`src/lavm_pkg.sv`:
```
// shared types and constants for the look-at view matrix block
package lavm_pkg;

	localparam int FRAC_BITS_DEF = 16;
	localparam int COORD_W = 32;
	localparam int DIFF_W = 33;
	localparam int VEC_W = 58;
	localparam int FIFO_DEPTH = 2;

	localparam logic [1:0] ROW_RIGHT = 2'd0;
	localparam logic [1:0] ROW_UP = 2'd1;
	localparam logic [1:0] ROW_LOOK = 2'd2;

	typedef struct packed {
		logic [2:0][COORD_W-1:0] eye;
		logic [2:0][COORD_W-1:0] up;
		logic [2:0][DIFF_W-1:0] diff;
		logic deg;
	} item_t;

	typedef enum logic [3:0] {
		ST_IDLE,
		ST_NMAX,
		ST_NSHIFT,
		ST_SQ,
		ST_SQRT,
		ST_DIVI,
		ST_DIV,
		ST_CROSS,
		ST_UPN,
		ST_DOT,
		ST_ROW
	} back_state_t;

endpackage

```
`src/lavm_fifo.sv`:
```
// short queue of classified items between front and back
module lavm_fifo (
	input logic clk,
	input logic arst_n,
	input logic push_valid,
	output logic push_ready,
	input lavm_pkg::item_t push_item,
	output logic pop_valid,
	input logic pop_ready,
	output lavm_pkg::item_t pop_item
);

	localparam int PW = $clog2(lavm_pkg::FIFO_DEPTH);

	lavm_pkg::item_t mem_q [lavm_pkg::FIFO_DEPTH];
	logic [PW-1:0] wr_ptr_q;
	logic [PW-1:0] rd_ptr_q;
	logic [PW:0] count_q;
	logic do_push;
	logic do_pop;

	assign push_ready = count_q != (PW+1)'(lavm_pkg::FIFO_DEPTH);
	assign pop_valid = count_q != '0;
	assign pop_item = mem_q[rd_ptr_q];
	assign do_push = push_valid && push_ready;
	assign do_pop = pop_valid && pop_ready;

	always_ff @(posedge clk or negedge arst_n) begin
		if (!arst_n) begin
			wr_ptr_q <= '0;
			rd_ptr_q <= '0;
			count_q <= '0;
		end else begin
			if (do_push) begin
				wr_ptr_q <= (wr_ptr_q == PW'(lavm_pkg::FIFO_DEPTH - 1)) ? '0 : wr_ptr_q + 1'b1;
			end
			if (do_pop) begin
				rd_ptr_q <= (rd_ptr_q == PW'(lavm_pkg::FIFO_DEPTH - 1)) ? '0 : rd_ptr_q + 1'b1;
			end
			if (do_push && !do_pop) begin
				count_q <= count_q + 1'b1;
			end else if (do_pop && !do_push) begin
				count_q <= count_q - 1'b1;
			end
		end
	end

	always_ff @(posedge clk) begin
		if (do_push) begin
			mem_q[wr_ptr_q] <= push_item;
		end
	end

endmodule

```
`config.mk`:
```
export PLATFORM = sky130hd
export DESIGN_NAME = lavm_fifo
export DESIGN_NICKNAME = d
export VERILOG_FILES = /design/src/lavm_pkg.sv /design/src/lavm_fifo.sv
export SDC_FILE = /design/constraint.sdc
export NUM_CORES = 1
export LEC_CHECK = 0
export BUFFER_PORTS_ARGS = -buffer_cell sky130_fd_sc_hd__buf_2
export CELL_PAD_IN_SITES_DETAIL_PLACEMENT = 1
export CELL_PAD_IN_SITES_GLOBAL_PLACEMENT = 1
export CORE_AREA = 2 2 226 228
export CTS_CLUSTER_DIAMETER = 50
export CTS_CLUSTER_SIZE = 14
export DETAILED_ROUTE_END_ITERATION = 16
export DIE_AREA = 0 0 228 230
export GPL_TIMING_DRIVEN = 0
export PLACE_DENSITY_LB_ADDON = 0.1
export SYNTH_ARGS = -nofsm -noshare
export SYNTH_HDL_FRONTEND = slang
export SYNTH_SLANG_ARGS = --single-unit
```
`constraint.sdc`:
```
create_clock -name clk -period 26.8 [get_ports clk]
set_input_delay 5.36 -clock clk [delete_from_list [all_inputs] [get_ports clk]]
set_output_delay 5.36 -clock clk [all_outputs]
set_load 0.01 [all_outputs]
```
==> flow_summary.json, run 1 <==
{
  "status": "complete, no violations",
  "coreArea_um2": 49860,
  "drc": 0,
  "critical_path.endpoint_type": "output pin",
  "critPathLaunchType": "flop",
  "fill_cells": 4562,
  "leakage_nw": 11.28,
  "grt_max_degree": 62,
  "power_density_nw_per_um2": 111.7,
  "post_cts_buffers": 0,
  "min_path_type": "flop to flop",
  "min_to": "count_q[1]",
  "path_common_cell": "buf_8",
  "synth.most_common_cell": "edfxtp_1",
  "path_clk_slew_ns": 0.06,
  "synth_common_cells": "edfxtp_1 (584), mux2_4 (270), mux2_2 (22), buf_6 (19), buf_8 (11)",
  "cpMaxStageDelayCell": "dfrtp_1",
  "fin_skew_ns": 0.01858,
  "synthCells": 927,
  "grt_pass1_wl_mm": 77.89,
  "slew_headroom_pct": 51.80,
  "syn_nets": 1224,
  "crit_type": "flop to output pin",
  "cts_inserted_buffers": 53,
  "cts_tree": "done",
  "dpl.hpwl_mm": 39.91,
  "clockBufferDepth": 3,
  "fmax_ghz": 0.1366,
  "yosysSeqAreaShare_pct": 78.59,
  "grt.overflow.total": 0,
  "avgViaCountPerCell": 4.876,
  "preCtsSetupSlack_ns": 19.32,
  "first_iter_violations": 446,
  "area_growth_pct": 25.92,
  "path_max_fanout": 10,
  "crit_path_max_incr_delay_ns": 0.34,
  "syn-cell-area_um2": 22440,
  "wl_per_cell_um": 23.60,
  "rr_endpoint": "mem_q[0][210]",
  "r2r-start": "count_q[0]",
  "synth_warnings": 0,
  "hold_viol": 0,
  "htreeDepth": 2,
  "grt_pass1_vias": 12090,
  "ant_nets": 0,
  "drive_above_1_share_pct": 62.00,
  "firstDrtPassIters": 4,
  "wirelength_mm": 54.30,
  "die_w_um": 228,
  "antenna_found_initial": 24,
  "rrSetupSlack_ns": 24.22,
  "start_util_pct": 45.01,
  "power_mw": 3.157,
  "hp-start": "count_q[1]",
  "setup_tns_ns": 0,
  "worst_slack_ns": 19.48,
  "synth_area_leaders": "edfxtp_1 (78%), mux2_4 (18%), mux2_2 (1.1%), buf_6 (0.95%), buf_8 (0.74%)",
  "grtUsageTotal_pct": 20.32,
  "synth_cell_type_count": 17,
  "worstMarginPinSlew_ns": 0.7212,
  "cts_resized": 0,
  "setup_viol": 0,
  "rows": 82,
  "min_period_over_period_pct": 27.31,
  "ff2ff_path_depth": 7,
  "gp_congestion": 0.7703,
  "required_ns": 21.44,
  "num_vias": 11220,
  "die-area_um2": 52440,
  "ys_seq_elements": 588,
  "io_pins": 590,
  "cts_root_buffer": "clkbuf_16",
  "die_h_um": 230,
  "cp.arrival_ns": 1.96,
  "synth-edff-count": 584,
  "rsz0062_at_grt": "false",
  "slew_viol_final": 0,
  "synth_top_flop_cell": "edfxtp_1",
  "cts_hold_buffers": 0,
  "async_flop_share_pct": 0.6803,
  "syn_area_per_cell_um2": 24.21,
  "post-route-min-period_ns": 7.320,
  "peakVddDrop_mv": 0.06997,
  "clock_latency_ns": 0.60,
  "synth_largest_area_cell": "edfxtp_1",
  "min_path_cells": 1,
  "synth.top_cell.area_share_pct": 78.14,
  "cap_violations": 0,
  "crit_chain": "buf_6 -> buf_8 -> buf_8 -> mux2_4 -> buf_2",
  "nets": 1886,
  "place.port_buffers": 589,
  "cts_sinks": 588
}
metal layers:
layer / up-vias / wire, um / GRT usage (%)
met2: 386 / 28440 / 35.82
li1: 5039 / - / -
met5: - / 138 / 0
met4: 22 / 1778 / 7.373
met3: 115 / 4738 / 8.172
met1: 5658 / 19210 / 22.07
kinds of logic after synthesis:
kind of cell,after synthesis,share of synthesized area [%]
flops,588,78.59
mux,292,19.17
buf+inv,34,1.840
simple gates,7,0.1506
xor+xnor,5,0.1952
fa+ha+maj,1,0.05574
how the worst max path moves through the flow:
stage               slack [ns]            end  startpoint
CTS                      19.40  pop_item[162]    rd_ptr_q
global route             19.39  pop_item[162]    rd_ptr_q
detailed placement       19.32  mem_q[0][210]  push_valid
floorplan                 8.31    mem_q[0][0]  push_valid
global placement          0.38  mem_q[0][275]  push_valid
finish                   19.48  pop_item[162]    rd_ptr_q
flip-flops by register name, summed over array words and instances, names as in the netlist:
signal / flops
mem_q: 584
count_q: 2
rd_ptr_q: 1
wr_ptr_q: 1
power breakdown:
part / internal [mW] / total, mW / switching [mW]
clock network: 0.396 / 0.714 / 0.318
registers: 1.25 / 1.30 / 0.0476
logic: 0.562 / 1.14 / 0.581
critical path: cells and delay by family, from the launching register on:
| kind | cells | cell delay [ns] |
|---|---|---|
| buffers and inverters | 4 | 0.72 |
| DFF | 1 | 0.34 |
| muxes | 1 | 0.31 |
placed cells by master (no fill, tap or decap), drive strengths merged, types with 2 or more instances in the layout:
cell type  count
edfxtp       584
diode         13
clkbuf        59
xor2           2
mux2         292
clkinvlp       4
xnor2          3
nand2          2
dfrtp          4
bufinv         4
clkinv        15
nor2           2
buf          640
stage by stage:
stage | util, % | instance area [um2] | hold WS [ns] | instances
after global placement | 52.60 | 26230 | 0.4760 | 2188
after detailed placement | 53.46 | 26660 | 0.4799 | 2206
after floorplan | - | 22440 | 0.4559 | 927
after CTS | 56.61 | 28230 | 0.4958 | 2288
after global routing | 56.65 | 28250 | 0.5181 | 2297
final | 56.67 | 28260 | 0.4945 | 2301
final cells by class:
| cell class | count | area (um2) | share of cell area, % |
|---|---|---|---|
| inverters | 1 | 3.754 | 0.01328 |
| plain buffers | 33 | 409.1 | 1.448 |
| well taps | 672 | 840.8 | 2.975 |
| repair buffers | 607 | 3361 | 11.89 |
| flip-flops and latches | 588 | 17640 | 62.41 |
| clock buffers | 59 | 1349 | 4.773 |
| clock inverters | 23 | 221.5 | 0.7837 |
| diodes | 13 | 32.53 | 0.1151 |
| multi-input cells | 305 | 4404 | 15.59 |
Note: power is estimated with default switching activity, not from simulation.
==> run 2, diff against run 1 <==
--- a/config.mk
+++ b/config.mk
@@ -5,14 +5,14 @@
 export SDC_FILE = /design/constraint.sdc
 export NUM_CORES = 1
 export LEC_CHECK = 0
+export ABC_AREA = 1
 export BUFFER_PORTS_ARGS = -buffer_cell sky130_fd_sc_hd__buf_2
 export CELL_PAD_IN_SITES_DETAIL_PLACEMENT = 1
 export CELL_PAD_IN_SITES_GLOBAL_PLACEMENT = 1
-export CORE_AREA = 2 2 226 228
+export CORE_UTILIZATION = 42
 export CTS_CLUSTER_DIAMETER = 50
 export CTS_CLUSTER_SIZE = 14
 export DETAILED_ROUTE_END_ITERATION = 16
-export DIE_AREA = 0 0 228 230
 export GPL_TIMING_DRIVEN = 0
 export PLACE_DENSITY_LB_ADDON = 0.1
 export SYNTH_ARGS = -nofsm -noshare
==> constraint.sdc (replaced) <==
create_clock -name clk -period 7.55 [get_ports clk]
set_input_delay 1.51 -clock clk [delete_from_list [all_inputs] [get_ports clk]]
set_output_delay 1.51 -clock clk [all_outputs]
set_load 0.01 [all_outputs]
==> run 2 against run 1 <==
Flip-flop and latch count stayed put. Global-route usage is 3.5 points higher. Critical path depth is 1 higher. Largest cell class unchanged.
==> flow_summary.json, run 2 <==
{
  "status": "complete, no violations",
  "syn_area_per_cell_um2": 13.88,
  "min_to": "count_q[1]",
  "reg_top3": "mem_q: 584 flops, count_q: 2 flops",
  "wirelength_mm": 62.66,
  "worst_slack_ns": 4.011,
  "final_common_cell": "nand2_1",
  "coreArea_um2": 50380,
  "dpl.hpwl_mm": 46.25,
  "die_h_um": 228.6,
  "critical_path.endpoint_type": "output pin",
  "dp_cells": 2839,
  "grt_max_degree": 31,
  "rrSetupSlack_ns": 4.94,
  "syn_nets": 1851,
  "fmax_ghz": 0.2825,
  "peakVddDrop_mv": 0.2372,
  "path_clk_slew_ns": 0.06,
  "power.internal_mw": 7.552,
  "cap_violations": 0,
  "synth_largest_area_cell": "edfxtp_1",
  "post_cts_buffers": 0,
  "wl_per_cell_um": 21.22,
  "die-area_um2": 52270,
  "ant_nets": 0,
  "async_flop_share_pct": 0.6803,
  "final_cell_mix": "nand2_1 (886), buf_2 (618), edfxtp_1 (584)",
  "rsz0062_at_grt": "false",
  "synth.top_cell.area_share_pct": 81.30,
  "pwr-share-comb_pct": 34.8,
  "power_density_nw_per_um2": 416.7,
  "largest_register": "mem_q",
  "min_path_cells": 2,
  "synth_top_flop_cell": "edfxtp_1",
  "synth_warnings": 0,
  "critPathLaunchType": "flop",
  "avgViaCountPerCell": 4.829,
  "antenna_found_initial": 30,
  "cp.arrival_ns": 2.03,
  "area_growth_pct": 29.14,
  "firstDrtPassIters": 5,
  "p_sw_share_pct": 34.93,
  "path_max_fanout": 10,
  "min_period_over_period_pct": 46.88,
  "synth.most_common_cell": "nand2_1",
  "synth_area_leaders": "edfxtp_1 (81%), nand2_1 (15%), buf_6 (1.6%), buf_2 (0.67%), dfrtp_1 (0.46%)",
  "power_mw": 11.61,
  "seqCellArea_um2": 17640,
  "seqPwrFrac_pct": 39.7,
  "drive_above_1_share_pct": 33.82,
  "multi_input_area_um2": 3395,
  "rr_endpoint": "mem_q[1][188]",
  "grtUsageTotal_pct": 23.80,
  "final_cells": 2953,
  "cts_inserted_buffers": 56,
  "clock_latency_ns": 0.60,
  "num_vias": 14260,
  "io_pins": 590,
  "preCtsSetupSlack_ns": 3.893,
  "grt_pass1_vias": 15100,
  "start_util_pct": 42.82,
  "htreeDepth": 2,
  "synth_cell_type_count": 15,
  "first_iter_violations": 641,
  "crit_type": "flop to output pin",
  "cts_resized": 0,
  "hp-start": "count_q[1]",
  "nets": 2522,
  "synthCells": 1554,
  "syn-cell-area_um2": 21570,
  "largest_register_ffs": 584,
  "grt.overflow.total": 0,
  "synth-edff-count": 584,
  "clockBufferDepth": 3,
  "place.port_buffers": 589,
  "cts_root_buffer": "clkbuf_16",
  "cts_sinks": 588,
  "worstMarginPinSlew_ns": 0.6958,
  "gp_congestion": 0.8042,
  "fin_skew_ns": 0.008989,
  "yosysSeqAreaShare_pct": 81.77,
  "required_ns": 6.04,
  "r2r-start": "count_q[0]",
  "slew_headroom_pct": 53.50,
  "grt_pass1_wl_mm": 92.33,
  "setup_viol": 0,
  "slew_viol_final": 0,
  "switchingPower_mw": 4.055,
  "rows": 82,
  "min_path_type": "flop to flop",
  "post-route-min-period_ns": 3.539,
  "ff2ff_path_depth": 8,
  "cts_hold_buffers": 0,
  "leakage_nw": 12.00,
  "cts_tree": "done",
  "drc": 0,
  "synth_common_cells": "nand2_1 (886), edfxtp_1 (584), buf_6 (30), buf_2 (29), inv_1 (6)",
  "pwr-share-clk_pct": 25.5,
  "fill_cells": 5258,
  "hold_viol": 0,
  "die_w_um": 228.6,
  "ys_seq_elements": 588
}
## run 2: cells by family (layout without fill, tap and decap cells)
group | count (synthesis) | count (layout) | synth area share, %
AND/OR/NAND/NOR | 891 | 891 | 15.53
buffers and inverters | 72 | 783 | 2.564
XOR/XNOR | 2 | 2 | 0.08123
adder cells (fa/ha/maj) | 1 | 1 | 0.05800
flip-flops | 588 | 588 | 81.77
other | 0 | 16 | 0
## run 2: layout make-up
class / instances / share of cell area (%)
clock buffers: 69 / 5.354
clock inverters: 29 / 1.527
repair buffers: 613 / 12.47
flip-flops and latches: 588 / 63.32
diodes: 16 / 0.1437
plain buffers: 65 / 1.882
well taps: 672 / 3.018
multi-input cells: 894 / 12.19
inverters: 7 / 0.1033
## run 2: layer usage
layer  up-vias  track usage [%]  part of all wire [%]
li1       6627                -                     -
met1      7050            25.80                    36
met2       424            42.85                    53
met3       128            8.184                   8.2
met4        30            8.473                   3.1
met5         -                0                  0.30
## run 2: how the worst max path moves through the flow
stage / start / end / slack, ns / cells after the start
global placement: push_valid / mem_q[1][161] / -7.14 / 3
global route: rd_ptr_q / pop_item[38] / 3.88 / 6
floorplan: push_valid / mem_q[0][0] / -2.17 / 2
CTS: rd_ptr_q / pop_item[38] / 3.93 / 6
finish: rd_ptr_q / pop_item[30] / 4.01 / 6
detailed placement: push_valid / mem_q[1][188] / 3.89 / 7
## run 2: through the flow
stage	area (um2)	util, %	setup TNS (ns)	hold WS [ns]
2_1_floorplan	21570	-	-1268.88	0.4625
3_3_place_gp	25360	50.35	-4144.61	0.4806
3_5_place_dp	25900	51.41	0	0.4940
4_1_cts	27820	55.22	0	0.5083
5_1_grt	27850	55.28	0	0.5384
6_report	27860	55.30	0	0.5050
## run 2: worst max-delay path: stages, from the launching register on
cell,delay [ns]
dfrtp_1,0.32
buf_4,0.16
buf_4,0.24
buf_2,0.33
nand2_1,0.10
nand2_1,0.08
buf_2,0.17
## run 2: power groups by stage
stage	Combinational, mW	Sequential (mW)	Clock, mW
finish	4.04	4.61	2.96
global route	4.41	4.67	3.13
CTS	4.13	4.62	3.03
detailed placement	4.10	4.68	0
global placement	3.80	5.05	0
floorplan	2.06	4.87	0
