File: config.mk
export PLATFORM = sky130hd
export DESIGN_NAME = lavm_front_flat
export DESIGN_NICKNAME = d
export VERILOG_FILES = /design/src/lavm_pkg.sv /design/src/lavm_if.sv /design/src/lavm_front.sv /design/src/flat_wrapper.sv
export SDC_FILE = /design/constraint.sdc
export NUM_CORES = 1
export LEC_CHECK = 0
export ABC_AREA = 1
export BUFFER_PORTS_ARGS = -buffer_cell sky130_fd_sc_hd__buf_2
export CAP_MARGIN = 30
export CORE_MARGIN = 2
export CORE_UTILIZATION = 30
export DETAILED_ROUTE_END_ITERATION = 16
export GPL_ROUTABILITY_DRIVEN = 0
export PLACE_DENSITY = 0.57
export SLEW_MARGIN = 20
export SYNTH_ARGS = -nofsm -noshare
export SYNTH_HDL_FRONTEND = slang
export SYNTH_SLANG_ARGS = --single-unit
export TNS_END_PERCENT = 50
File: constraint.sdc
create_clock -name clk -period 20.5 [get_ports clk]
set_input_delay 3.075 -clock clk [delete_from_list [all_inputs] [get_ports clk]]
set_output_delay 3.075 -clock clk [all_outputs]
set_load 0.02 [all_outputs]
File: src/lavm_pkg.sv
// shared types and constants for the look-at view matrix block
package lavm_pkg;

	localparam int FRAC_BITS_DEF = 16;
	localparam int COORD_W = 32;
	localparam int DIFF_W = 33;
	localparam int VEC_W = 58;
	localparam int FIFO_DEPTH = 2;

	localparam logic [1:0] ROW_RIGHT = 2'd0;
	localparam logic [1:0] ROW_UP = 2'd1;
	localparam logic [1:0] ROW_LOOK = 2'd2;

	typedef struct packed {
		logic [2:0][COORD_W-1:0] eye;
		logic [2:0][COORD_W-1:0] up;
		logic [2:0][DIFF_W-1:0] diff;
		logic deg;
	} item_t;

	typedef enum logic [3:0] {
		ST_IDLE,
		ST_NMAX,
		ST_NSHIFT,
		ST_SQ,
		ST_SQRT,
		ST_DIVI,
		ST_DIV,
		ST_CROSS,
		ST_UPN,
		ST_DOT,
		ST_ROW
	} back_state_t;

endpackage

File: src/lavm_if.sv
// valid/ready channel interfaces for items and matrix rows
interface lavm_in_if;
	logic valid;
	logic ready;
	logic signed [31:0] eye_x;
	logic signed [31:0] eye_y;
	logic signed [31:0] eye_z;
	logic signed [31:0] up_x;
	logic signed [31:0] up_y;
	logic signed [31:0] up_z;
	logic signed [31:0] target_x;
	logic signed [31:0] target_y;
	logic signed [31:0] target_z;

	modport source(output valid, eye_x, eye_y, eye_z, up_x, up_y, up_z,
		target_x, target_y, target_z, input ready);
	modport sink(input valid, eye_x, eye_y, eye_z, up_x, up_y, up_z,
		target_x, target_y, target_z, output ready);
endinterface


File: src/lavm_front.sv
// front stage: takes a transaction, forms eye - target and flags a zero look vector
module lavm_front (
	input logic clk,
	input logic arst_n,
	lavm_in_if.sink in_ch,
	output lavm_pkg::item_t push_item,
	output logic push_valid,
	input logic push_ready
);

	lavm_pkg::item_t item_s1;
	lavm_pkg::item_t item_d;
	logic valid_s1;

	always_comb begin
		item_d.eye[0] = in_ch.eye_x;
		item_d.eye[1] = in_ch.eye_y;
		item_d.eye[2] = in_ch.eye_z;
		item_d.up[0] = in_ch.up_x;
		item_d.up[1] = in_ch.up_y;
		item_d.up[2] = in_ch.up_z;
		item_d.diff[0] = {in_ch.eye_x[31], in_ch.eye_x} - {in_ch.target_x[31], in_ch.target_x};
		item_d.diff[1] = {in_ch.eye_y[31], in_ch.eye_y} - {in_ch.target_y[31], in_ch.target_y};
		item_d.diff[2] = {in_ch.eye_z[31], in_ch.eye_z} - {in_ch.target_z[31], in_ch.target_z};
		item_d.deg = (item_d.diff[0] == '0) && (item_d.diff[1] == '0) &&
			(item_d.diff[2] == '0);
	end

	assign in_ch.ready = !valid_s1 || push_ready;
	assign push_valid = valid_s1;
	assign push_item = item_s1;

	always_ff @(posedge clk or negedge arst_n) begin
		if (!arst_n) begin
			valid_s1 <= 1'b0;
		end else if (in_ch.ready) begin
			valid_s1 <= in_ch.valid;
		end
	end

	always_ff @(posedge clk) begin
		if (in_ch.valid && in_ch.ready) begin
			item_s1 <= item_d;
		end
	end

endmodule

File: src/flat_wrapper.sv
// flat-port wrapper written by rule: the top's interface ports become plain ports
module lavm_front_flat 
  (clk, arst_n, push_item, push_valid, push_ready, in_ch_valid, in_ch_eye_x, in_ch_eye_y, in_ch_eye_z, in_ch_up_x, in_ch_up_y, in_ch_up_z, in_ch_target_x, in_ch_target_y, in_ch_target_z, in_ch_ready);
  lavm_in_if in_ch_i ();
  input logic clk;
  input logic arst_n;
  output lavm_pkg::item_t push_item;
  output logic push_valid;
  input logic push_ready;
  input wire logic [$bits(in_ch_i.valid)-1:0] in_ch_valid;
  input wire logic [$bits(in_ch_i.eye_x)-1:0] in_ch_eye_x;
  input wire logic [$bits(in_ch_i.eye_y)-1:0] in_ch_eye_y;
  input wire logic [$bits(in_ch_i.eye_z)-1:0] in_ch_eye_z;
  input wire logic [$bits(in_ch_i.up_x)-1:0] in_ch_up_x;
  input wire logic [$bits(in_ch_i.up_y)-1:0] in_ch_up_y;
  input wire logic [$bits(in_ch_i.up_z)-1:0] in_ch_up_z;
  input wire logic [$bits(in_ch_i.target_x)-1:0] in_ch_target_x;
  input wire logic [$bits(in_ch_i.target_y)-1:0] in_ch_target_y;
  input wire logic [$bits(in_ch_i.target_z)-1:0] in_ch_target_z;
  output wire logic [$bits(in_ch_i.ready)-1:0] in_ch_ready;
  assign in_ch_i.valid = in_ch_valid;
  assign in_ch_i.eye_x = in_ch_eye_x;
  assign in_ch_i.eye_y = in_ch_eye_y;
  assign in_ch_i.eye_z = in_ch_eye_z;
  assign in_ch_i.up_x = in_ch_up_x;
  assign in_ch_i.up_y = in_ch_up_y;
  assign in_ch_i.up_z = in_ch_up_z;
  assign in_ch_i.target_x = in_ch_target_x;
  assign in_ch_i.target_y = in_ch_target_y;
  assign in_ch_i.target_z = in_ch_target_z;
  assign in_ch_ready = in_ch_i.ready;
  lavm_front u_core (.clk(clk), .arst_n(arst_n), .in_ch(in_ch_i), .push_item(push_item), .push_valid(push_valid), .push_ready(push_ready));
endmodule
==> results of run 1 <==
[flip-flops by register name (all words and copies together) (netlist names)]
register / flops
u_core.push_item: 292
u_core.push_valid: 1
[metrics by stage]
stage	utilization	hold slack, ns	cell area [µm²]	power (mW)	cells
final	0.395	0.627	22300	1.81	3499
after CTS	0.394	0.629	22200	1.83	3498
after floorplan	-	0.768	17100	1.01	2087
after detailed placement	0.373	0.603	21000	1.15	3431
after global routing	0.395	0.692	22300	1.90	3499
after global placement	0.373	0.603	21000	1.15	3431
[critical path, cell delays in order]
cell     delay (ns)
buf_2          0.13
inv_1          0.12
nand2_1        0.09
buf_2          0.17
[where the power goes]
group / switching (mW) / total, mW / internal, mW
registers: 0.0110 / 0.727 / 0.716
clock network: 0.264 / 0.666 / 0.402
logic: 0.285 / 0.413 / 0.129
[worst min-delay path by stage]
| stage | cells after the start | slack, ns | end | start |
|---|---|---|---|---|
| after floorplan | 2 | 0.77 | u_core.push_valid | u_core.push_valid |
| after global placement | 2 | 0.60 | u_core.push_valid | u_core.push_valid |
| after detailed placement | 2 | 0.60 | u_core.push_valid | u_core.push_valid |
| after CTS | 2 | 0.63 | u_core.push_valid | u_core.push_valid |
| after global routing | 2 | 0.69 | u_core.push_valid | u_core.push_valid |
| final | 2 | 0.63 | u_core.push_valid | u_core.push_valid |
[cell type report]
class | instances | share of cell area
well taps | 756 | 0.0425
inverters | 485 | 0.0818
flip-flops and latches | 293 | 0.395
clock inverters | 21 | 0.00983
repair buffers | 589 | 0.134
multi-input cells | 1309 | 0.291
clock buffers | 46 | 0.0455
[Yosys cell counts, drive strengths merged]
library cell and n:
nor2 158, o21bai 14, and2 1, a31oi 3
nor3 26, a21o 1, or2 1, a21boi 1
xnor2 2, ha 96, o211ai 1, nand3 111
xor2 5, o21ai 13, nor4 5, nand3b 22
inv 485, a21oi 75, fa 3, dfrtp 1
nand4 21, edfxtp 292, nand2 747, o21a 3
[cells by family (layout without fill, tap and decap cells)]
| family | after synthesis | in the layout | share of synthesized area |
|---|---|---|---|
| XOR/XNOR | 7 | 7 | 0.00359 |
| adder cells (fa/ha/maj) | 99 | 99 | 0.0738 |
| buffers and inverters | 485 | 1141 | 0.107 |
| AND/OR/NAND/NOR | 1092 | 1092 | 0.266 |
| flip-flops | 293 | 293 | 0.515 |
| AO/OA/AOI/OAI | 111 | 111 | 0.0359 |
[per-layer routing]
metal  up-vias  track usage  share of wire
met3       123       0.0501          0.086
met5         -            0        0.00040
met1      7119        0.215           0.37
li1       7830            -              -
met2       696        0.360           0.50
met4         4       0.0935          0.050
==> impl_metrics.csv, run 1 <==
group,metric,value,unit
timing,hold_violations,0,
timing,tightest_slew,0.999,ns
clock_tree,htreeDepth,2,
synth,synth_nets,2478,
synth,avgSynthCellArea,8.19,µm²
floorplanning,core,56400,µm²
critical_path,setup.worst_path.start_class,"input port",
timing,final-max-slew-violation-count,0,
synth,synth_top_area_frac,0.513,
critical_path,endpoint,"in_ch_ready",
pwr,pwr_density_cell,81.1,nW/µm²
layout,area_growth,30.3,%
critical_path,timing.rr.start,"u_core.push_valid",
clock_tree,cts_max_path_buffers,3,
grt,grt_pass1_vias,15900,
timing,fmax,0.150,GHz
floorplanning,dieArea,58900,µm²
critical_path,worst-setup-path-type,"input port to output port",
critical_path,reg2reg_to,"u_core.push_item[171]",
layout,finalNetCount,3107,
timing,rsz0062_at_grt,"false",
timing,setup_ws,13.84,ns
detailed_routing,vias,15800,
clock_tree,cts_hold_buf,0,
layout,diodes,0,
grt,grt_pass1_wl,89.3,mm
synth,synth_seq_cells,293,
min_path,hp-class,"flop to flop",
critical_path,crit_path_end_kind,"output port",
critical_path,critPathLaunch,"push_ready",
detailed_routing,first_pass_iters,9,
floorplanning,fp-row-count,87,
grt,overflow,0,
layout,regArea,8790,µm²
floorplanning,num_io_pins,586,
detailed_routing,viasPerCell,4.51,
run_status,status,"finished, final reports clean",
layout,mostFrequentLayoutCells,"nand2_1 (730), buf_2 (585), inv_1 (481)",
timing,final.period_utilization,0.325,
synth,synth_top_area_cell,"edfxtp_1",
detailed_routing,wl,59.8,mm
detailed_routing,postRouteAntennaNets,0,
place,place_hpwl,49.5,mm
clock_tree,post-cts-setup-buffers,0,
timing,finalClockSkew,0.0101,ns
timing,fin_crit,6.66,ns
synth,synthTopCellsByArea,"edfxtp_1 (51%), nand2_1 (16%), inv_1 (11%)",
detailed_routing,drt-initial-drc-count,1188,
layout,drive_above_1_share,0.251,
critical_path,critPathMaxFanout,2,
synth,ys_seq_area_frac,0.515,
grt,grt_use_total,0.198,
critical_path,reg2regPathDepth,3,
clock_tree,clock_latency,0.54,ns
flow_run,maxCapViolCount,0,
synth,synth_area,17100,µm²
timing,setup_viol,0,
layout,fillers,5906,
timing,maxSlewHeadroom,0.334,
layout,final_common_cell,"nand2_1",
floorplanning,die_h,243,µm
floorplanning,die_w,243,µm
critical_path,r2r_slack,18.05,ns
pwr,leakagePower,11.6,nW
grt,antenna_found_initial,3,
layout,multi_input_area,6480,µm²
clock_tree,cts_tree,"done",
detailed_routing,drc,0,
timing,finalSetupTns,0,ns
clock_tree,clock-sinks,293,
clock_tree,ctsResizeCount,0,
grt,grt_max_degree,169,
place,portBuffers,585,
synth,synthCells,2087,
floorplanning,start_util,0.303,
place,dp_slack,13.83,ns
synth,ys_types,31,
critical_path,cp.required,17.43,ns
synth,yosysWarnings,0,
detailed_routing,wl_per_cell,17.1,µm
clock_tree,clk_pin_slew,0.06,ns
critical_path,cp.arrival,3.59,ns
clock_tree,clock-root-buffer,"clkbuf_16",
clock_tree,cts_made_buffers,38,
pwr,ir_drop,59.0,µV
No activity file was read; power rests on OpenSTA's default activity.
==> inputs of run 2 (changes only) <==
- PLACE_DENSITY: 0.57 -> 0.59
- clock period: 20.5 -> 5.7 ns (I/O delays scaled with it)
==> impl_metrics.csv, run 2 (synthesized netlist as in run 1, its figures left out) <==
group,metric,value,unit
clock_tree,cts_made_buffers,37,
timing,final.period_utilization,0.552,
clock_tree,clk_pin_slew,0.06,ns
timing,rsz0062_at_grt,"false",
floorplanning,die_h,243,µm
layout,drive_above_1_share,0.256,
critical_path,setup.worst_path.start_class,"input port",
floorplanning,num_io_pins,586,
timing,tightest_slew,0.718,ns
critical_path,cp_slowest_cell,"fa_1",
clock_tree,ctsResizeCount,0,
detailed_routing,drt-initial-drc-count,893,
floorplanning,fp-row-count,87,
clock_tree,post-cts-setup-buffers,0,
grt,grt_pass1_vias,14900,
place,portBuffers,585,
detailed_routing,viasPerCell,4.44,
floorplanning,die_w,243,µm
clock_tree,htreeDepth,2,
timing,final-max-slew-violation-count,0,
critical_path,cp.arrival,3.56,ns
clock_tree,cts_hold_buf,0,
pwr,leakagePower,11.6,nW
grt,overflow,0,
layout,fin_area,22300,µm²
layout,mostFrequentLayoutCells,"nand2_1 (730), buf_2 (585), inv_1 (479)",
floorplanning,dieArea,58900,µm²
critical_path,worst-setup-path-type,"input port to flop",
grt,grt_use_total,0.199,
floorplanning,start_util,0.303,
timing,fin_crit,3.15,ns
layout,area_growth,30.6,%
min_path,hp-class,"input port to async pin",
place,place_hpwl,50.4,mm
timing,fmax,0.318,GHz
grt,use_met2,0.368,
pwr,pwr_density_cell,288,nW/µm²
detailed_routing,drc,0,
clock_tree,clock-sinks,293,
grt,grt_pass1_wl,87.8,mm
critical_path,cp.required,6.11,ns
layout,finalNetCount,3114,
grt,grt_use_met3,0.0506,
timing,finalClockSkew,0.0123,ns
grt,grt_max_degree,101,
clock_tree,clock_latency,0.55,ns
critical_path,cp_cell_sequence,"buf_2 > inv_1 > ha_1 > fa_1 > inv_1 > nand4_1 > nand2_1 > nand2_1 > nand2_1 > nand2_1 > nand2_1 > nand2_1 > nand2_1 > nand2_1 > nor2_1 > nand2_1 > nor2_1 > nand3_1 > nor2_1",
detailed_routing,first_pass_iters,7,
pwr,ir_drop,244,µV
timing,maxSlewHeadroom,0.520,
floorplanning,core,56400,µm²
pwr,p_total,6.42,mW
clock_tree,cts_tree,"done",
critical_path,critPathMaxFanout,3,
timing,finalSetupTns,0,ns
flow_run,maxCapViolCount,0,
detailed_routing,wl_per_cell,17.2,µm
clock_tree,cts_max_path_buffers,3,
critical_path,crit_path_end_kind,"flop",
grt,busiest_layer,"met2",
place,placed_area,21100,µm²
layout,largest_reg_flops,292,
grt,use_met1,0.219,
clock_tree,clock-root-buffer,"clkbuf_16",
layout,final_common_cell,"nand2_1",
critical_path,crit_top_cell,"nand2_1",
detailed_routing,wl,60.3,mm
critical_path,cp_slowest_stage_delay,0.46,ns
run_status,status,"finished, final reports clean",
timing,setup_viol,0,
detailed_routing,postRouteAntennaNets,0,
grt,antenna_found_initial,10,
detailed_routing,vias,15600,
timing,hold_violations,0,
-- run 2: cell count changes in the layout (fill, tap and decap cells not counted), moves of 2 or more --
cell / previous run / this run
diode_2: 0 / 3
inv_6: 2 / 7
clkbuf_16: 39 / 37
clkbuf_1: 6 / 3
buf_12: 1 / 3
inv_8: 0 / 3
inv_1: 481 / 479
clkinv_2: 4 / 9
buf_4: 2 / 8
clkinv_1: 6 / 4
bufinv_16: 4 / 2
clkinvlp_4: 4 / 1
-- run 2: per-stage QoR --
| stage | hold WS [ns] | std cells | setup WS, ns | utilization |
|---|---|---|---|---|
| final | 0.0774 | 3510 | 2.55 | 0.396 |
| after global routing | 0.0483 | 3509 | 2.35 | 0.396 |
| after CTS | 0.0363 | 3507 | 2.59 | 0.396 |
| after detailed placement | 0.581 | 3440 | 2.00 | 0.375 |
| after global placement | 0.554 | 3439 | 2.00 | 0.374 |
| after floorplan | 0.559 | 2087 | -0.392 | - |
-- run 2: worst paths after layout --
check / from / to / slack [ns] / cells after the start
setup / recovery: in_ch_eye_x[0] / u_core.push_item[0] / 2.55 / 19
hold / removal: arst_n / u_core.push_valid / 0.08 / 1
setup reg to reg: u_core.push_valid / u_core.push_item[229] / 3.89 / 3
hold reg to reg: u_core.push_valid / u_core.push_valid / 0.58 / 2
max in group asynchronous: arst_n / u_core.push_valid / 5.53 / 1
min in group clk: in_ch_up_z[30] / u_core.push_item[194] / 0.48 / 1
-- run 2: area by class of cell --
type	count	area [µm²]
timing repair buffer	597	3080
sequential	293	8790
antenna	3	7.51
fill	5906	34100
inverter	485	1830
multi-input combinational	1309	6480
clock inverter	25	211
tap	756	946
clock buffer	42	965
-- run 2: worst max-delay path: cells and delay by family --
kind | cells | cell delay, ns
adder cells (fa/ha/maj) | 2 | 0.67
buffers and inverters | 3 | 0.24
AND/OR/NAND/NOR | 14 | 1.80
-- run 2: per-layer routing --
metal / vias up / share of wire
met5: - / 0.00095
met4: 8 / 0.034
met3: 98 / 0.081
met2: 622 / 0.51
met1: 6981 / 0.38
li1: 7874 / -
-- run 2: where the power goes --
group | switching, mW | leakage (nW) | internal (mW)
logic | 1.03 | 8.26 | 0.471
clock network | 0.981 | 0.588 | 1.33
registers | 0.0360 | 2.79 | 2.57
==> inputs of run 3 (changes only) <==
- PLACE_DENSITY: 0.59 -> 0.57
- clock period: 5.7 -> 3.2 ns (I/O delays scaled with it)
==> impl_metrics.csv, run 3 (synthesized netlist as in run 1, its figures left out) <==
group,metric,value,unit
clock_tree,cts_hold_buf,1,
grt,grt_use_met3,0.0482,
pwr,ir_drop,339,µV
pwr,pwr_density_cell,516,nW/µm²
floorplanning,die_h,243,µm
layout,multi_input_area,6480,µm²
timing,finalClockSkew,0.0227,ns
clock_tree,htreeDepth,2,
critical_path,endpoint,"u_core.push_item[0]",
floorplanning,num_io_pins,586,
layout,finalNetCount,3119,
layout,drive_above_1_share,0.253,
timing,fmax,0.368,GHz
detailed_routing,postRouteAntennaNets,0,
grt,use_met1,0.229,
timing,final.period_utilization,0.849,
grt,grt_use_total,0.201,
flow_run,maxCapViolCount,0,
floorplanning,fp-row-count,87,
grt,busiest_layer,"met2",
detailed_routing,vias,16100,
floorplanning,start_util,0.303,
clock_tree,clock-root-buffer,"clkbuf_16",
critical_path,reg2reg_to,"u_core.push_item[229]",
timing,rsz0062_at_grt,"false",
detailed_routing,drt-initial-drc-count,1183,
clock_tree,ctsResizeCount,0,
critical_path,reg2regPathDepth,3,
detailed_routing,first_pass_iters,5,
critical_path,critPathMaxFanout,4,
clock_tree,cts_made_buffers,36,
critical_path,crit_path_end_kind,"flop",
critical_path,worst-setup-path-type,"input port to flop",
layout,layoutNonFillerInstCount,3507,
layout,diodes,0,
detailed_routing,viasPerCell,4.59,
critical_path,cp.required,3.60,ns
layout,mostFrequentLayoutCells,"nand2_1 (730), buf_2 (585), inv_1 (481)",
critical_path,critPathLaunch,"in_ch_eye_x[0]",
run_status,status,"finished, final reports clean",
timing,final-max-slew-violation-count,0,
timing,tightest_slew,0.697,ns
critical_path,r2r_slack,1.47,ns
layout,area_growth,30.6,%
clock_tree,clock-sinks,293,
clock_tree,clk_pin_slew,0.06,ns
place,portBuffers,585,
min_path,hp-class,"input port to flop",
floorplanning,core,56400,µm²
timing,holdWs,0.115,ns
layout,final_common_cell,"nand2_1",
clock_tree,cts_max_path_buffers,3,
clock_tree,cts_tree,"done",
grt,overflow,0,
grt,use_met2,0.371,
place,place_hpwl,50.6,mm
detailed_routing,wl,61.3,mm
detailed_routing,wl_per_cell,17.5,µm
floorplanning,dieArea,58900,µm²
clock_tree,post-cts-setup-buffers,0,
layout,fillers,5884,
grt,grt_pass1_vias,15700,
detailed_routing,drc,0,
clock_tree,clock_latency,0.55,ns
timing,hold_violations,0,
grt,grt_max_degree,85,
min_path,hold_depth,1,
floorplanning,die_w,243,µm
pwr,leakagePower,11.6,nW
layout,regArea,8790,µm²
grt,antenna_found_initial,1,
critical_path,setup.worst_path.start_class,"input port",
layout,largest_reg_flops,292,
timing,fin_crit,2.72,ns
critical_path,timing.rr.start,"u_core.push_valid",
timing,maxSlewHeadroom,0.535,
critical_path,cp.arrival,3.12,ns
layout,fin_util,0.396,
place,placedCellCount,3445,
timing,setup_viol,0,
grt,grt_pass1_wl,90.9,mm
==> run 3: changes by cell type in the layout (fill, tap and decap cells not counted), moves of 3 or more <==
cell,delta
buf_4,+6
clkinv_2,-6
inv_6,-6
clkinv_1,+4
bufinv_16,+3
diode_2,-3
inv_8,-3
==> run 3: cell type report <==
cell class	instances	area share
clock buffer	41	0.0422
clock inverter	20	0.0101
inverter	485	0.0816
multi-input combinational	1309	0.291
sequential	293	0.394
tap	756	0.0424
timing repair buffer	603	0.139
==> run 3: report_power, final <==
part | internal, mW | leakage [nW] | total (mW) | switching (mW)
combinational | 0.847 | 8.28 | 2.69 | 1.84
clock | 2.50 | 0.561 | 4.16 | 1.66
sequential | 4.58 | 2.79 | 4.65 | 0.0685
total | 7.94 | 11.6 | 11.5 | 3.57
==> run 3: critical path, cell delays in order <==
cell     delay, ns
buf_2         0.08
inv_1         0.04
ha_1          0.20
fa_1          0.50
inv_1         0.12
nand2_1       0.05
nand2_1       0.10
nand3_2       0.09
nand2_2       0.11
nand3_1       0.16
nand3_1       0.13
nand2_1       0.05
nand2_1       0.11
nand2_1       0.07
nor2_1        0.18
nand2_1       0.07
nor2_1        0.30
nand3_1       0.14
nor2_1        0.12
==> run 3: through the flow <==
step	setup WS, ns	power, mW	TNS, ns	instance area [µm²]
3_3_place_gp	0.0110	7.41	0	21100
2_1_floorplan	-2.63	6.40	-767.25	17100
4_1_cts	0.518	11.7	0	22300
5_1_grt	0.306	12.1	0	22300
3_5_place_dp	-0.0516	7.42	-0.0516	21100
6_report	0.482	11.5	0	22300
==> run 3: worst min path at each step <==
stage | from | end
6_report | in_ch_up_y[30] | u_core.push_item[162]
3_5_place_dp | arst_n | u_core.push_valid
2_1_floorplan | arst_n | u_core.push_valid
3_3_place_gp | arst_n | u_core.push_valid
5_1_grt | in_ch_up_y[10] | u_core.push_item[142]
4_1_cts | in_ch_up_y[10] | u_core.push_item[142]
==> run 3: per-layer routing <==
layer / part of all wire / vias up
met4: 0.030 / 2
met3: 0.080 / 85
li1: - / 7859
met5: 0.00021 / -
met2: 0.51 / 685
met1: 0.38 / 7449
